`src/hdl/crc32_key_partitioner_macros.svh`:
```
// ---------------------------------------------------------------------------
// crc32_key_partitioner assertion macros
// shared concurrent assertion forms for the partitioner modules
// ---------------------------------------------------------------------------
`ifndef CRC32_KEY_PARTITIONER_MACROS_SVH
`define CRC32_KEY_PARTITIONER_MACROS_SVH

// same-cycle implication under reset
`define CKP_ASSERT_IMPL(label, clk, rst_n, ante, cons, msg) \
    label: assert property (@(posedge clk) disable iff (!rst_n) (ante) |-> (cons)) \
        else $error(msg);

// next-cycle implication under reset
`define CKP_ASSERT_NEXT(label, clk, rst_n, ante, cons, msg) \
    label: assert property (@(posedge clk) disable iff (!rst_n) (ante) |=> (cons)) \
        else $error(msg);

`endif

```
`src/hdl/ckp_pkg.sv`:
```
// ---------------------------------------------------------------------------
// ckp_pkg
// constants, types and the byte-wise crc fold for the key partitioner
// ---------------------------------------------------------------------------
package ckp_pkg;

    localparam int BYTE_W  = 8;
    localparam int CRC_W   = 32;
    localparam int PCOUNT_W = 16;

    localparam logic [CRC_W-1:0]    CRC_POLY_REFL = 32'hEDB88320;
    localparam logic [CRC_W-1:0]    CRC_INIT      = 32'hFFFFFFFF;
    localparam logic [CRC_W-1:0]    CRC_XOROUT    = 32'hFFFFFFFF;
    localparam logic [PCOUNT_W-1:0] PCOUNT_RESET  = 16'd4;

    localparam int QUEUE_DEPTH_DEFAULT = 4;

    typedef struct packed {
        logic full;
        logic empty;
    } ckp_q_status_t;

    // eight reflected shift steps for one byte
    function automatic logic [CRC_W-1:0] fold_byte(input logic [CRC_W-1:0] crc_in,
                                                   input logic [BYTE_W-1:0] data);
        logic [CRC_W-1:0] crc;
        crc = crc_in ^ {{(CRC_W-BYTE_W){1'b0}}, data};
        for (int i = 0; i < BYTE_W; i++)
        begin
            if (crc[0])
                crc = (crc >> 1) ^ CRC_POLY_REFL;
            else
                crc = crc >> 1;
        end
        return crc;
    endfunction

endpackage

```
`src/hdl/ckp_front.sv`:
```
// ---------------------------------------------------------------------------
// ckp_front
// takes key bytes, runs the crc and pushes the hash magnitude at key end
// ---------------------------------------------------------------------------
module ckp_front
    import ckp_pkg::*;
(
    input  logic                clk,
    input  logic                rst_n,
    input  logic [BYTE_W-1:0]   key_byte,
    input  logic                key_end,
    input  logic                in_valid,
    output logic                in_ready,
    input  ckp_q_status_t       q_status,
    output logic                q_push,
    output logic [CRC_W-1:0]    q_data
);

    logic [CRC_W-1:0] crc_reg;
    logic [CRC_W-1:0] crc_next;
    logic [CRC_W-1:0] crc_fold;
    logic [CRC_W-1:0] sum;
    logic             accept;

    assign in_ready = !q_status.full;
    assign accept   = in_valid && in_ready;
    assign crc_fold = fold_byte(crc_reg, key_byte);
    assign sum      = crc_fold ^ CRC_XOROUT;

    // magnitude of the signed checksum, 80000000 stays as 2^31
    assign q_data = sum[CRC_W-1] ? (~sum + {{(CRC_W-1){1'b0}}, 1'b1}) : sum;
    assign q_push = accept && key_end;

    always_comb
    begin
        crc_next = crc_reg;
        if (accept)
            crc_next = key_end ? CRC_INIT : crc_fold;
    end

    always_ff @(posedge clk or negedge rst_n)
    begin
        if (!rst_n)
            crc_reg <= CRC_INIT;
        else
            crc_reg <= crc_next;
    end

endmodule

```
`src/hdl/ckp_queue.sv`:
```
// ---------------------------------------------------------------------------
// ckp_queue
// short fifo of hash magnitudes between the crc front and the modulo unit
// ---------------------------------------------------------------------------
`include "crc32_key_partitioner_macros.svh"

module ckp_queue
    import ckp_pkg::*;
#(
    parameter int DEPTH = QUEUE_DEPTH_DEFAULT
)
(
    input  logic             clk,
    input  logic             rst_n,
    input  logic             push,
    input  logic [CRC_W-1:0] push_data,
    input  logic             pop,
    output logic [CRC_W-1:0] pop_data,
    output ckp_q_status_t    status
);

    localparam int PTR_W = (DEPTH > 1) ? $clog2(DEPTH) : 1;
    localparam int CNT_W = $clog2(DEPTH + 1);
    localparam logic [PTR_W-1:0] PTR_LAST  = PTR_W'(DEPTH - 1);
    localparam logic [CNT_W-1:0] CNT_DEPTH = CNT_W'(DEPTH);
    localparam logic [CNT_W-1:0] CNT_ONE   = CNT_W'(1);
    localparam logic [PTR_W-1:0] PTR_ONE   = PTR_W'(1);

    logic [CRC_W-1:0] mem [DEPTH];
    logic [PTR_W-1:0] wr_ptr_reg;
    logic [PTR_W-1:0] wr_ptr_next;
    logic [PTR_W-1:0] rd_ptr_reg;
    logic [PTR_W-1:0] rd_ptr_next;
    logic [CNT_W-1:0] count_reg;
    logic [CNT_W-1:0] count_next;
    logic             do_push;
    logic             do_pop;

    assign status.full  = (count_reg == CNT_DEPTH);
    assign status.empty = (count_reg == '0);
    assign do_push      = push && !status.full;
    assign do_pop       = pop && !status.empty;
    assign pop_data     = mem[rd_ptr_reg];

    always_comb
    begin
        wr_ptr_next = wr_ptr_reg;
        rd_ptr_next = rd_ptr_reg;
        count_next  = count_reg;
        if (do_push)
            wr_ptr_next = (wr_ptr_reg == PTR_LAST) ? '0 : wr_ptr_reg + PTR_ONE;
        if (do_pop)
            rd_ptr_next = (rd_ptr_reg == PTR_LAST) ? '0 : rd_ptr_reg + PTR_ONE;
        if (do_push && !do_pop)
            count_next = count_reg + CNT_ONE;
        else if (do_pop && !do_push)
            count_next = count_reg - CNT_ONE;
    end

    always_ff @(posedge clk or negedge rst_n)
    begin
        if (!rst_n)
        begin
            wr_ptr_reg <= '0;
            rd_ptr_reg <= '0;
            count_reg  <= '0;
        end
        else
        begin
            wr_ptr_reg <= wr_ptr_next;
            rd_ptr_reg <= rd_ptr_next;
            count_reg  <= count_next;
        end
    end

    always_ff @(posedge clk)
    begin
        if (do_push)
            mem[wr_ptr_reg] <= push_data;
    end

    `CKP_ASSERT_IMPL(a_no_push_full, clk, rst_n, status.full, !push, "push into full queue")
    `CKP_ASSERT_IMPL(a_no_pop_empty, clk, rst_n, status.empty, !pop, "pop from empty queue")
    `CKP_ASSERT_IMPL(a_count_range, clk, rst_n, 1'b1, count_reg <= CNT_DEPTH,
        "queue count beyond depth")
    `CKP_ASSERT_NEXT(a_ptr_track, clk, rst_n, do_push && !do_pop && !status.full,
        count_reg != '0, "queue count lost a push")

endmodule

```
`src/hdl/ckp_mod.sv`:
```
// ---------------------------------------------------------------------------
// ckp_mod
// bit-serial modulo of the hash magnitude by the partition count
// ---------------------------------------------------------------------------
`include "crc32_key_partitioner_macros.svh"

module ckp_mod
    import ckp_pkg::*;
(
    input  logic                clk,
    input  logic                rst_n,
    input  ckp_q_status_t       q_status,
    input  logic [CRC_W-1:0]    q_data,
    output logic                q_pop,
    input  logic [PCOUNT_W-1:0] pcount,
    output logic [PCOUNT_W-1:0] partition,
    output logic                out_valid,
    input  logic                out_ready
);

    typedef enum logic [1:0] {
        S_IDLE,
        S_RUN,
        S_HOLD
    } state_t;

    localparam int CNT_W = $clog2(CRC_W);
    localparam logic [CNT_W-1:0] CNT_LAST = CNT_W'(CRC_W - 1);
    localparam logic [CNT_W-1:0] CNT_ONE  = CNT_W'(1);

    state_t              state_reg;
    state_t              state_next;
    logic [CRC_W-1:0]    dividend_reg;
    logic [CRC_W-1:0]    dividend_next;
    logic [PCOUNT_W-1:0] div_reg;
    logic [PCOUNT_W-1:0] div_next;
    logic [PCOUNT_W-1:0] rem_reg;
    logic [PCOUNT_W-1:0] rem_next;
    logic [CNT_W-1:0]    cnt_reg;
    logic [CNT_W-1:0]    cnt_next;
    logic [PCOUNT_W-1:0] partition_reg;
    logic [PCOUNT_W-1:0] partition_next;
    logic                out_valid_reg;
    logic                out_valid_next;
    logic                out_free;
    logic [PCOUNT_W:0]   shifted;
    logic [PCOUNT_W+1:0] trial;

    assign out_free  = !out_valid_reg || out_ready;
    assign partition = partition_reg;
    assign out_valid = out_valid_reg;
    assign q_pop     = (state_reg == S_IDLE) && !q_status.empty;

    // one restoring step: bring in the next dividend bit, subtract if it fits
    assign shifted = {rem_reg, dividend_reg[CRC_W-1]};
    assign trial   = {1'b0, shifted} - {2'b00, div_reg};

    always_comb
    begin
        state_next     = state_reg;
        dividend_next  = dividend_reg;
        div_next       = div_reg;
        rem_next       = rem_reg;
        cnt_next       = cnt_reg;
        partition_next = partition_reg;
        out_valid_next = out_valid_reg;

        if (out_valid_reg && out_ready)
            out_valid_next = 1'b0;

        case (state_reg)
            S_IDLE:
            begin
                if (!q_status.empty)
                begin
                    dividend_next = q_data;
                    div_next      = pcount;
                    rem_next      = '0;
                    cnt_next      = '0;
                    // zero partition count skips the run state and gives partition 0
                    state_next    = (pcount == '0) ? S_HOLD : S_RUN;
                end
            end
            S_RUN:
            begin
                rem_next      = trial[PCOUNT_W+1] ? shifted[PCOUNT_W-1:0]
                                                  : trial[PCOUNT_W-1:0];
                dividend_next = {dividend_reg[CRC_W-2:0], 1'b0};
                cnt_next      = cnt_reg + CNT_ONE;
                if (cnt_reg == CNT_LAST)
                    state_next = S_HOLD;
            end
            S_HOLD:
            begin
                if (out_free)
                begin
                    partition_next = rem_reg;
                    out_valid_next = 1'b1;
                    state_next     = S_IDLE;
                end
            end
            default:
            begin
                state_next = S_IDLE;
            end
        endcase
    end

    always_ff @(posedge clk or negedge rst_n)
    begin
        if (!rst_n)
        begin
            state_reg     <= S_IDLE;
            out_valid_reg <= 1'b0;
            cnt_reg       <= '0;
            dividend_reg  <= '0;
            div_reg       <= '0;
            rem_reg       <= '0;
            partition_reg <= '0;
        end
        else
        begin
            state_reg     <= state_next;
            out_valid_reg <= out_valid_next;
            cnt_reg       <= cnt_next;
            dividend_reg  <= dividend_next;
            div_reg       <= div_next;
            rem_reg       <= rem_next;
            partition_reg <= partition_next;
        end
    end

    `CKP_ASSERT_IMPL(a_rem_below_div, clk, rst_n, state_reg == S_RUN && div_reg != '0,
        rem_reg < div_reg, "remainder not below divisor")
    `CKP_ASSERT_NEXT(a_hold_delivers, clk, rst_n, state_reg == S_HOLD && out_free,
        out_valid_reg && state_reg == S_IDLE, "finished item not moved to output")
    `CKP_ASSERT_IMPL(a_pop_only_idle, clk, rst_n, q_pop, state_reg == S_IDLE,
        "queue popped while busy")
    `CKP_ASSERT_NEXT(a_zero_div, clk, rst_n, state_reg == S_IDLE && q_pop && pcount == '0,
        state_reg == S_HOLD && rem_reg == '0, "zero partition count not handled")

endmodule

```
`src/hdl/crc32_key_partitioner.sv`:
```
// result path: queue, modulo run and hold states, output register; a zero count skips run
// throughput: one key byte per cycle at the input; the bit-serial modulo unit
// works on one key at a time, and a short queue holds the keys waiting
// for it, so bursts of short keys stall the input once the queue is full
// reset: asynchronous, active low; crc back to all ones, partition count to 4
// ---------------------------------------------------------------------------
// crc32_key_partitioner
// crc-32 hash of streamed keys, as a signed magnitude reduced modulo a configured partition count
// ---------------------------------------------------------------------------
module crc32_key_partitioner
    import ckp_pkg::*;
#(
    parameter int QUEUE_DEPTH = QUEUE_DEPTH_DEFAULT
)
(
    input  logic                clk,
    input  logic                rst_n,
    input  logic [BYTE_W-1:0]   key_byte,
    input  logic                key_end,
    input  logic                in_valid,
    output logic                in_ready,
    output logic [PCOUNT_W-1:0] partition,
    output logic                out_valid,
    input  logic                out_ready,
    input  logic [PCOUNT_W-1:0] cfg_data,
    input  logic                cfg_valid,
    output logic                cfg_ready
);

    ckp_q_status_t       q_status;
    logic                q_push;
    logic                q_pop;
    logic [CRC_W-1:0]    q_push_data;
    logic [CRC_W-1:0]    q_pop_data;
    logic [PCOUNT_W-1:0] pcount_reg;
    logic [PCOUNT_W-1:0] pcount_next;

    assign cfg_ready   = 1'b1;
    assign pcount_next = (cfg_valid && cfg_ready) ? cfg_data : pcount_reg;

    always_ff @(posedge clk or negedge rst_n)
    begin
        if (!rst_n)
            pcount_reg <= PCOUNT_RESET;
        else
            pcount_reg <= pcount_next;
    end

    ckp_front u_front (
        .clk      (clk),
        .rst_n    (rst_n),
        .key_byte (key_byte),
        .key_end  (key_end),
        .in_valid (in_valid),
        .in_ready (in_ready),
        .q_status (q_status),
        .q_push   (q_push),
        .q_data   (q_push_data)
    );

    ckp_queue #(
        .DEPTH (QUEUE_DEPTH)
    ) u_queue (
        .clk       (clk),
        .rst_n     (rst_n),
        .push      (q_push),
        .push_data (q_push_data),
        .pop       (q_pop),
        .pop_data  (q_pop_data),
        .status    (q_status)
    );

    ckp_mod u_mod (
        .clk       (clk),
        .rst_n     (rst_n),
        .q_status  (q_status),
        .q_data    (q_pop_data),
        .q_pop     (q_pop),
        .pcount    (pcount_reg),
        .partition (partition),
        .out_valid (out_valid),
        .out_ready (out_ready)
    );

endmodule
```
`config.mk`:
```
export PLATFORM = sky130hd
export DESIGN_NAME = crc32_key_partitioner
export DESIGN_NICKNAME = d
export VERILOG_FILES = /design/src/hdl/ckp_pkg.sv /design/src/hdl/ckp_front.sv /design/src/hdl/ckp_queue.sv /design/src/hdl/ckp_mod.sv /design/src/hdl/crc32_key_partitioner.sv
export VERILOG_INCLUDE_DIRS = /design/src /design/src/hdl
export SDC_FILE = /design/constraint.sdc
export NUM_CORES = 1
export LEC_CHECK = 0
export BUFFER_PORTS_ARGS = -buffer_cell sky130_fd_sc_hd__clkbuf_2
export CORE_MARGIN = 1.5
export CORE_UTILIZATION = 51
export DETAILED_ROUTE_END_ITERATION = 12
export PLACE_DENSITY = 0.79
export SETUP_SLACK_MARGIN = 0.05
export SLEW_MARGIN = 30
export SYNTH_ARGS = -nofsm -noshare
export SYNTH_HDL_FRONTEND = slang
export SYNTH_SLANG_ARGS = --single-unit
export TNS_END_PERCENT = 30
```
`constraint.sdc`:
```
create_clock -name clk -period 4.6 [get_ports clk]
set_input_delay 0.92 -clock clk [delete_from_list [all_inputs] [get_ports clk]]
set_output_delay 0.92 -clock clk [all_outputs]
set_load 0.01 [all_outputs]
```
Word-level counts from Yosys, hierarchy flattened
Memories as Yosys holds them, arrays and structs flattened.
Cells that the tools add are included.
{ "classes": {"n_eq_ne": 9, "n_reduce_logical": 23, "mux": 31, "n_addsub": 7, "bitwise": 12} }
{ "ops": {"columns": ["operator", "n"], "rows": [
  ["two-way mux 32 bit", 11],
  ["inverter 13 -> 14 bit", 8],
  ["inverter 32 bit", 2],
  ["case mux 32 bit (2 select lines)", 1],
  ["adder 32 x 1 -> 32 bit (second input constant)", 1],
  ["two-way mux 16 bit", 2],
  ["case mux 16 bit (2 select lines)", 1],
  ["XOR 32 x 8 -> 32 bit", 1],
  ["subtractor 17 x 16 -> 18 bit", 1],
  ["logical NOT 16 bit", 1],
  ["two-way mux 2 bit", 6],
  ["case mux 5 bit (2 select lines)", 1],
  ["logical AND 1 bit", 8],
  ["== test 2 bit (second input constant)", 3],
  ["two-way mux 3 bit", 2],
  ["case mux 2 bit (3 select lines)", 1],
  ["AND reduction 2 bit", 3],
  ["adder 5 x 1 -> 5 bit (second input constant)", 1],
  ["== test 5 bit (second input constant)", 1],
  ["logical NOT 1 bit", 5],
  ["two-way mux 1 bit", 5],
  ["two-way mux 5 bit", 1],
  ["adder 2 x 1 -> 2 bit (second input constant)", 2],
  ["inequality test 2 x 1 -> 1 bit (second input constant)", 2],
  ["11 further kinds", 12]
]} }
{ "totals": {"in_bits": 30, "wordCells": 95, "ram_bits": 128, "ff_bits": 143, "mem_count": 1, "output_inout_bits": 19} }
{ "memory_table": {"columns": ["memory", "depth", "width", "rd", "rd_ports_with_merged_regs", "wr", "line_no", "source"], "rows": [
  ["u_queue.mem", 4, 32, 1, 0, 1, "ckp_queue.sv:29", "logic [CRC_W-1:0] mem [DEPTH];"]
]} }

Longest topological paths before layout
{ "logic_depth": {"ltp_word": 21, "ltp_mapped": 13, "mapped_depth_nobuf": 13} }

Modules after synthesis
From an unflattened synthesis, not the netlist that was laid out.
{ "unflattened": {"hier_cells": 981, "area_unflattened_um2": 13317.8} }
{ "modules_own_cells": {"columns": ["mod", "instances", "seq_area_each_um2", "cells_per_inst", "area_each_um2"], "rows": [
  ["ckp_queue", 1, 4018.9, 205, 5056.1],
  ["ckp_mod", 1, 2202.1, 462, 4476.8],
  ["ckp_front", 1, 840.8, 278, 3123.0],
  ["crc32_key_partitioner", 1, 401.6, 36, 661.9]
]} }

Least setup slack after synthesis
OpenSTA, ideal clock, no wires.
{ "synth_timing": {"kind": "input -> register", "from": "input key_byte[6]", "to": "memory u_queue.mem[0][29], data pin", "slack_ns": 0.439, "cell_stages": 9, "required_time_ns": 4.329, "arrival_ns": 3.890, "cell_sequence": "xnor2_1 -> xnor2_1 -> xnor3_1 -> or3_1 -> a211o_1 -> or4_4 -> nor3b_2 -> nand2_1 -> o32a_1"} }
{ "synth_between": {"elab_chain_len": 15} }
{ "synth_lines": {"columns": ["item", "line_no", "source"], "rows": [
  ["from (decl)", "crc32_key_partitioner.sv:18", "input logic [BYTE_W-1:0] key_byte,"],
  ["XOR 32 x 8 -> 32 bit *", "ckp_pkg.sv:27", "crc = crc_in ^ {{(CRC_W-BYTE_W){1'b0}}, data};"],
  ["inverter 13 -> 14 bit (no line)", null, null],
  ["two-way mux 32 bit * (7 in series)", "ckp_pkg.sv:30", "if (crc[0])"],
  ["inverter 13 -> 14 bit (no line)", null, null],
  ["two-way mux 32 bit *", "ckp_pkg.sv:30", null],
  ["inverter 32 bit (no line) *", null, null],
  ["inverter 32 bit", "ckp_front.sv:31", "assign q_data = sum[CRC_W-1] ? (~sum + {{(CRC_W-1){1'b0}}, 1'b1}) : sum;"],
  ["adder 32 x 1 -> 32 bit", "ckp_front.sv:31", null],
  ["two-way mux 32 bit *", "ckp_front.sv:31", null],
  ["net q_push_data[29]", "crc32_key_partitioner.sv:33", "logic [CRC_W-1:0] q_push_data;"],
  ["to (decl)", "ckp_queue.sv:29", null]
]} }
Mark *: on every way through the listed nets, which the timed path passes. The rest lies on a longest branch.

Final worst setup path
{ "layout_timing": {"from": "input key_byte[1]", "to": "memory u_queue.mem[3][29], data pin"} }
{ "layout_between": {"elab_chain_len": 17, "word_cells_on_any_way": 19, "cone_classes": "1 x add/sub; 9 x mux; 9 x bitwise"} }
{ "layout_lines": {"columns": ["item", "line_no"], "rows": [
  ["XOR 32 x 8 -> 32 bit *", "ckp_pkg.sv:27"],
  ["two-way mux 32 bit * (2 in series)", "ckp_pkg.sv:30"],
  ["inverter 13 -> 14 bit (no line) / two-way mux 32 bit (equally long branches)", null],
  ["two-way mux 32 bit * (2 in series)", "ckp_pkg.sv:30"],
  ["inverter 13 -> 14 bit (no line) / two-way mux 32 bit (equally long branches)", null],
  ["two-way mux 32 bit *", "ckp_pkg.sv:30"],
  ["inverter 13 -> 14 bit (no line) / two-way mux 32 bit (equally long branches)", null],
  ["two-way mux 32 bit *", "ckp_pkg.sv:30"],
  ["inverter 13 -> 14 bit (no line) / two-way mux 32 bit (equally long branches)", null],
  ["two-way mux 32 bit * (2 in series)", "ckp_pkg.sv:30"],
  ["inverter 32 bit (no line) *", null],
  ["inverter 32 bit", "ckp_front.sv:31"],
  ["adder 32 x 1 -> 32 bit", "ckp_front.sv:31"],
  ["two-way mux 32 bit *", "ckp_front.sv:31"],
  ["net q_push_data[29]", "crc32_key_partitioner.sv:33"]
]} }
Marked as above.

==> flow_summary.yaml <==
synth:
  yosys-top-cells-area: "edfxtp_1 30%, dfrtp_1 21%, dfstp_2 6.7%, mux4_2 5.6%, xnor2_1 5.0%"
  yosys.area.top_type_share_pct: 29.81
  yosysTopAreaCell: "edfxtp_1"
  synth_seq_cells: 271
  synth_warnings: 0
  synth-edff-count: 128
  synth_nets: 1063
  avgSynthCellArea_um2: 12.82
  postSynth.asyncResetShare_pct: 52.77
  syn-cell-area_um2: 12890
  synthFlopType: "edfxtp_1"
  syn_inst: 1006
  ys_seq_area_share_pct: 57.89
  yosysUniqueCellTypes: 59
cts:
  clkLatencyLatePin_ps: 540
  cts_hold_buffers: 0
  cts_made_buffers: 29
  htree_levels: 1
  clock-root-buffer: "clkbuf_16"
  clock_path_buffers: 3
  clk_transition_reported_paths_ps: 60
  clock_sinks: 271
  cts_tree: "built"
  cts_setup_buffers: 0
  cts-resized-gates: 0
sta:
  final-max-slew-violation-count: 0
  fin_crit_sh_pct: 81.76
  rsz0062_at_grt: "no"
  fin_skew_ps: 8.242
  finalSetupTns_ps: 0
  hold_viol: 0
  fmax_ghz: 0.2659
  tightest_slew_ps: 857.2
  setup_viol: 0
  fin_crit_ps: 3761
  relSlewSlack_pct: 42.85
die:
  die_w_um: 162.0
  core-area_um2: 24960
  io_pins: 49
  die_h_um: 162.0
  placementRows: 58
  die_area_um2: 26240
  start_util_pct: 51.64
critical_path:
  crit_fanout: 9
  worst_ep_required_time_ps: 4870
  reg2regPathDepth: 9
  r2r-start: "u_front.crc_reg[5]"
  arrival_ps: 4030
  worstSetupPathType: "in2reg"
  crit_path_start: "key_byte[1]"
  endpoint_kind: "register"
  cp-start-kind: "input pin"
final_layout:
  antennaDiodeCount: 0
  area_growth_pct: 12.75
  final_common_cell: "nand2_1"
  finalNetCount: 1123
  layout-drive-gt1-share_pct: 22.04
  largest_reg_flops: 128
  fillers: 1979
  design_area_um2: 14540
  mostFrequentLayoutCells: "133 x nand2_1, 128 x edfxtp_1, 108 x dfrtp_1"
routing:
  routed_wl_um: 26840
  dr_total_vias: 8074
  drtIter0Drc: 663
  wl_per_cell_um: 18.92
  dr.pass1.iters: 6
  routed_via_density: 5.690
  ant_nets: 0
  route.detailed.drc: 0
grt:
  antenna_found_initial: 0
  grt_max_degree: 73
  grt.total_usage_pct: 20.97
  grt_pass1_wl_um: 43470
  first_global_vias: 8254
  gr-total-overflow: 0
placed_design:
  place_congestion: 0.9165
  dp_hpwl_um: 17920
  placed_cell_area_um2: 13620
  io_buffers: 47
flow_run:
  cap_viol_max_count: 0
outcome:
  status: "complete, no violations"
hold_path:
  hold_class: "in2async"
worst paths after layout:
kind / to / slack (ps)
worst min register to register: u_mod.dividend_reg[14] / 470
max in group asynchronous: u_front.crc_reg[7] / 3190
worst max-delay path: u_queue.mem[3][29] / 840
worst max register to register: u_queue.mem[3][29] / 870
min in group clk: u_mod.dividend_reg[14] / 470
worst min-delay path: u_mod.rem_reg[13] / 400
worst max-delay path, stage by stage:
cell and delay (ps):
clkbuf_2 120, xnor2_4 420, xnor3_1 360, xor2_1 220, or3_1 340, a211o_1 320, or4_4 530, nor3b_2 260
nand2_1 110, o32a_1 420
metal layers:
layer | GRT usage (%) | share of wire (%)
met5 | 0 | 0
met1 | 27.50 | 43
met3 | 3.141 | 4.7
met2 | 36.81 | 50
met4 | 5.213 | 1.9
cells in the mapped netlist (all sizes together), types with 3 or more instances:
master,instances
nand2,133
edfxtp,128
dfrtp,110
xnor2,79
nor2,49
a21oi,45
clkbuf,40
o21ai,35
mux2,34
a22oi,33
dfstp,33
inv,33
xor2,33
mux4,32
ha,25
nand3,21
o211ai,15
nand4,14
xnor3,12
nor3,11
nor4,9
o22a,8
and3,7
buf,7
a21o,6
a31oi,6
nor2b,6
o21a,4
o31ai,4
or3,4
nand2b,3
layout make-up:
cell class,count,area [µm²],share of cell area [%]
repair buffers,76,459.2,3.159
flip-flops and latches,271,7466,51.36
multi-input cells,654,5151,35.44
clock inverters,15,116.4,0.8005
clock buffers,39,803.3,5.526
well taps,330,412.9,2.840
inverters,34,127.6,0.8779
stage by stage:
step / util [%] / hold WS, ps / setup slack, ps / cells
6_report: 58.23 / 402.8 / 839.3 / 1419
5_1_grt: 58.23 / 448.1 / 710.0 / 1419
4_1_cts: 58.23 / 406.6 / 887.4 / 1419
3_5_place_dp: 54.55 / 450.9 / 325.6 / 1365
3_3_place_gp: 54.52 / 445.5 / 352.3 / 1365
2_1_floorplan: - / 438.4 / 438.8 / 1006
logic make-up (layout without fill, tap and decap cells):
family / Yosys count / count (layout) / synth area share, %
AO/OA/AOI/OAI: 166 / 166 / 8.211
XOR/XNOR: 126 / 126 / 10.83
adder cells (fa/ha/maj): 27 / 27 / 2.737
buffers and inverters: 81 / 164 / 2.387
flip-flops: 271 / 271 / 57.89
multiplexers: 66 / 66 / 8.560
other: 1 / 1 / 0.02909
AND/OR/NAND/NOR: 268 / 268 / 9.356
Power is not shown: default switching activity piles up to over one toggle a cycle in this logic, so the estimate is an artifact.
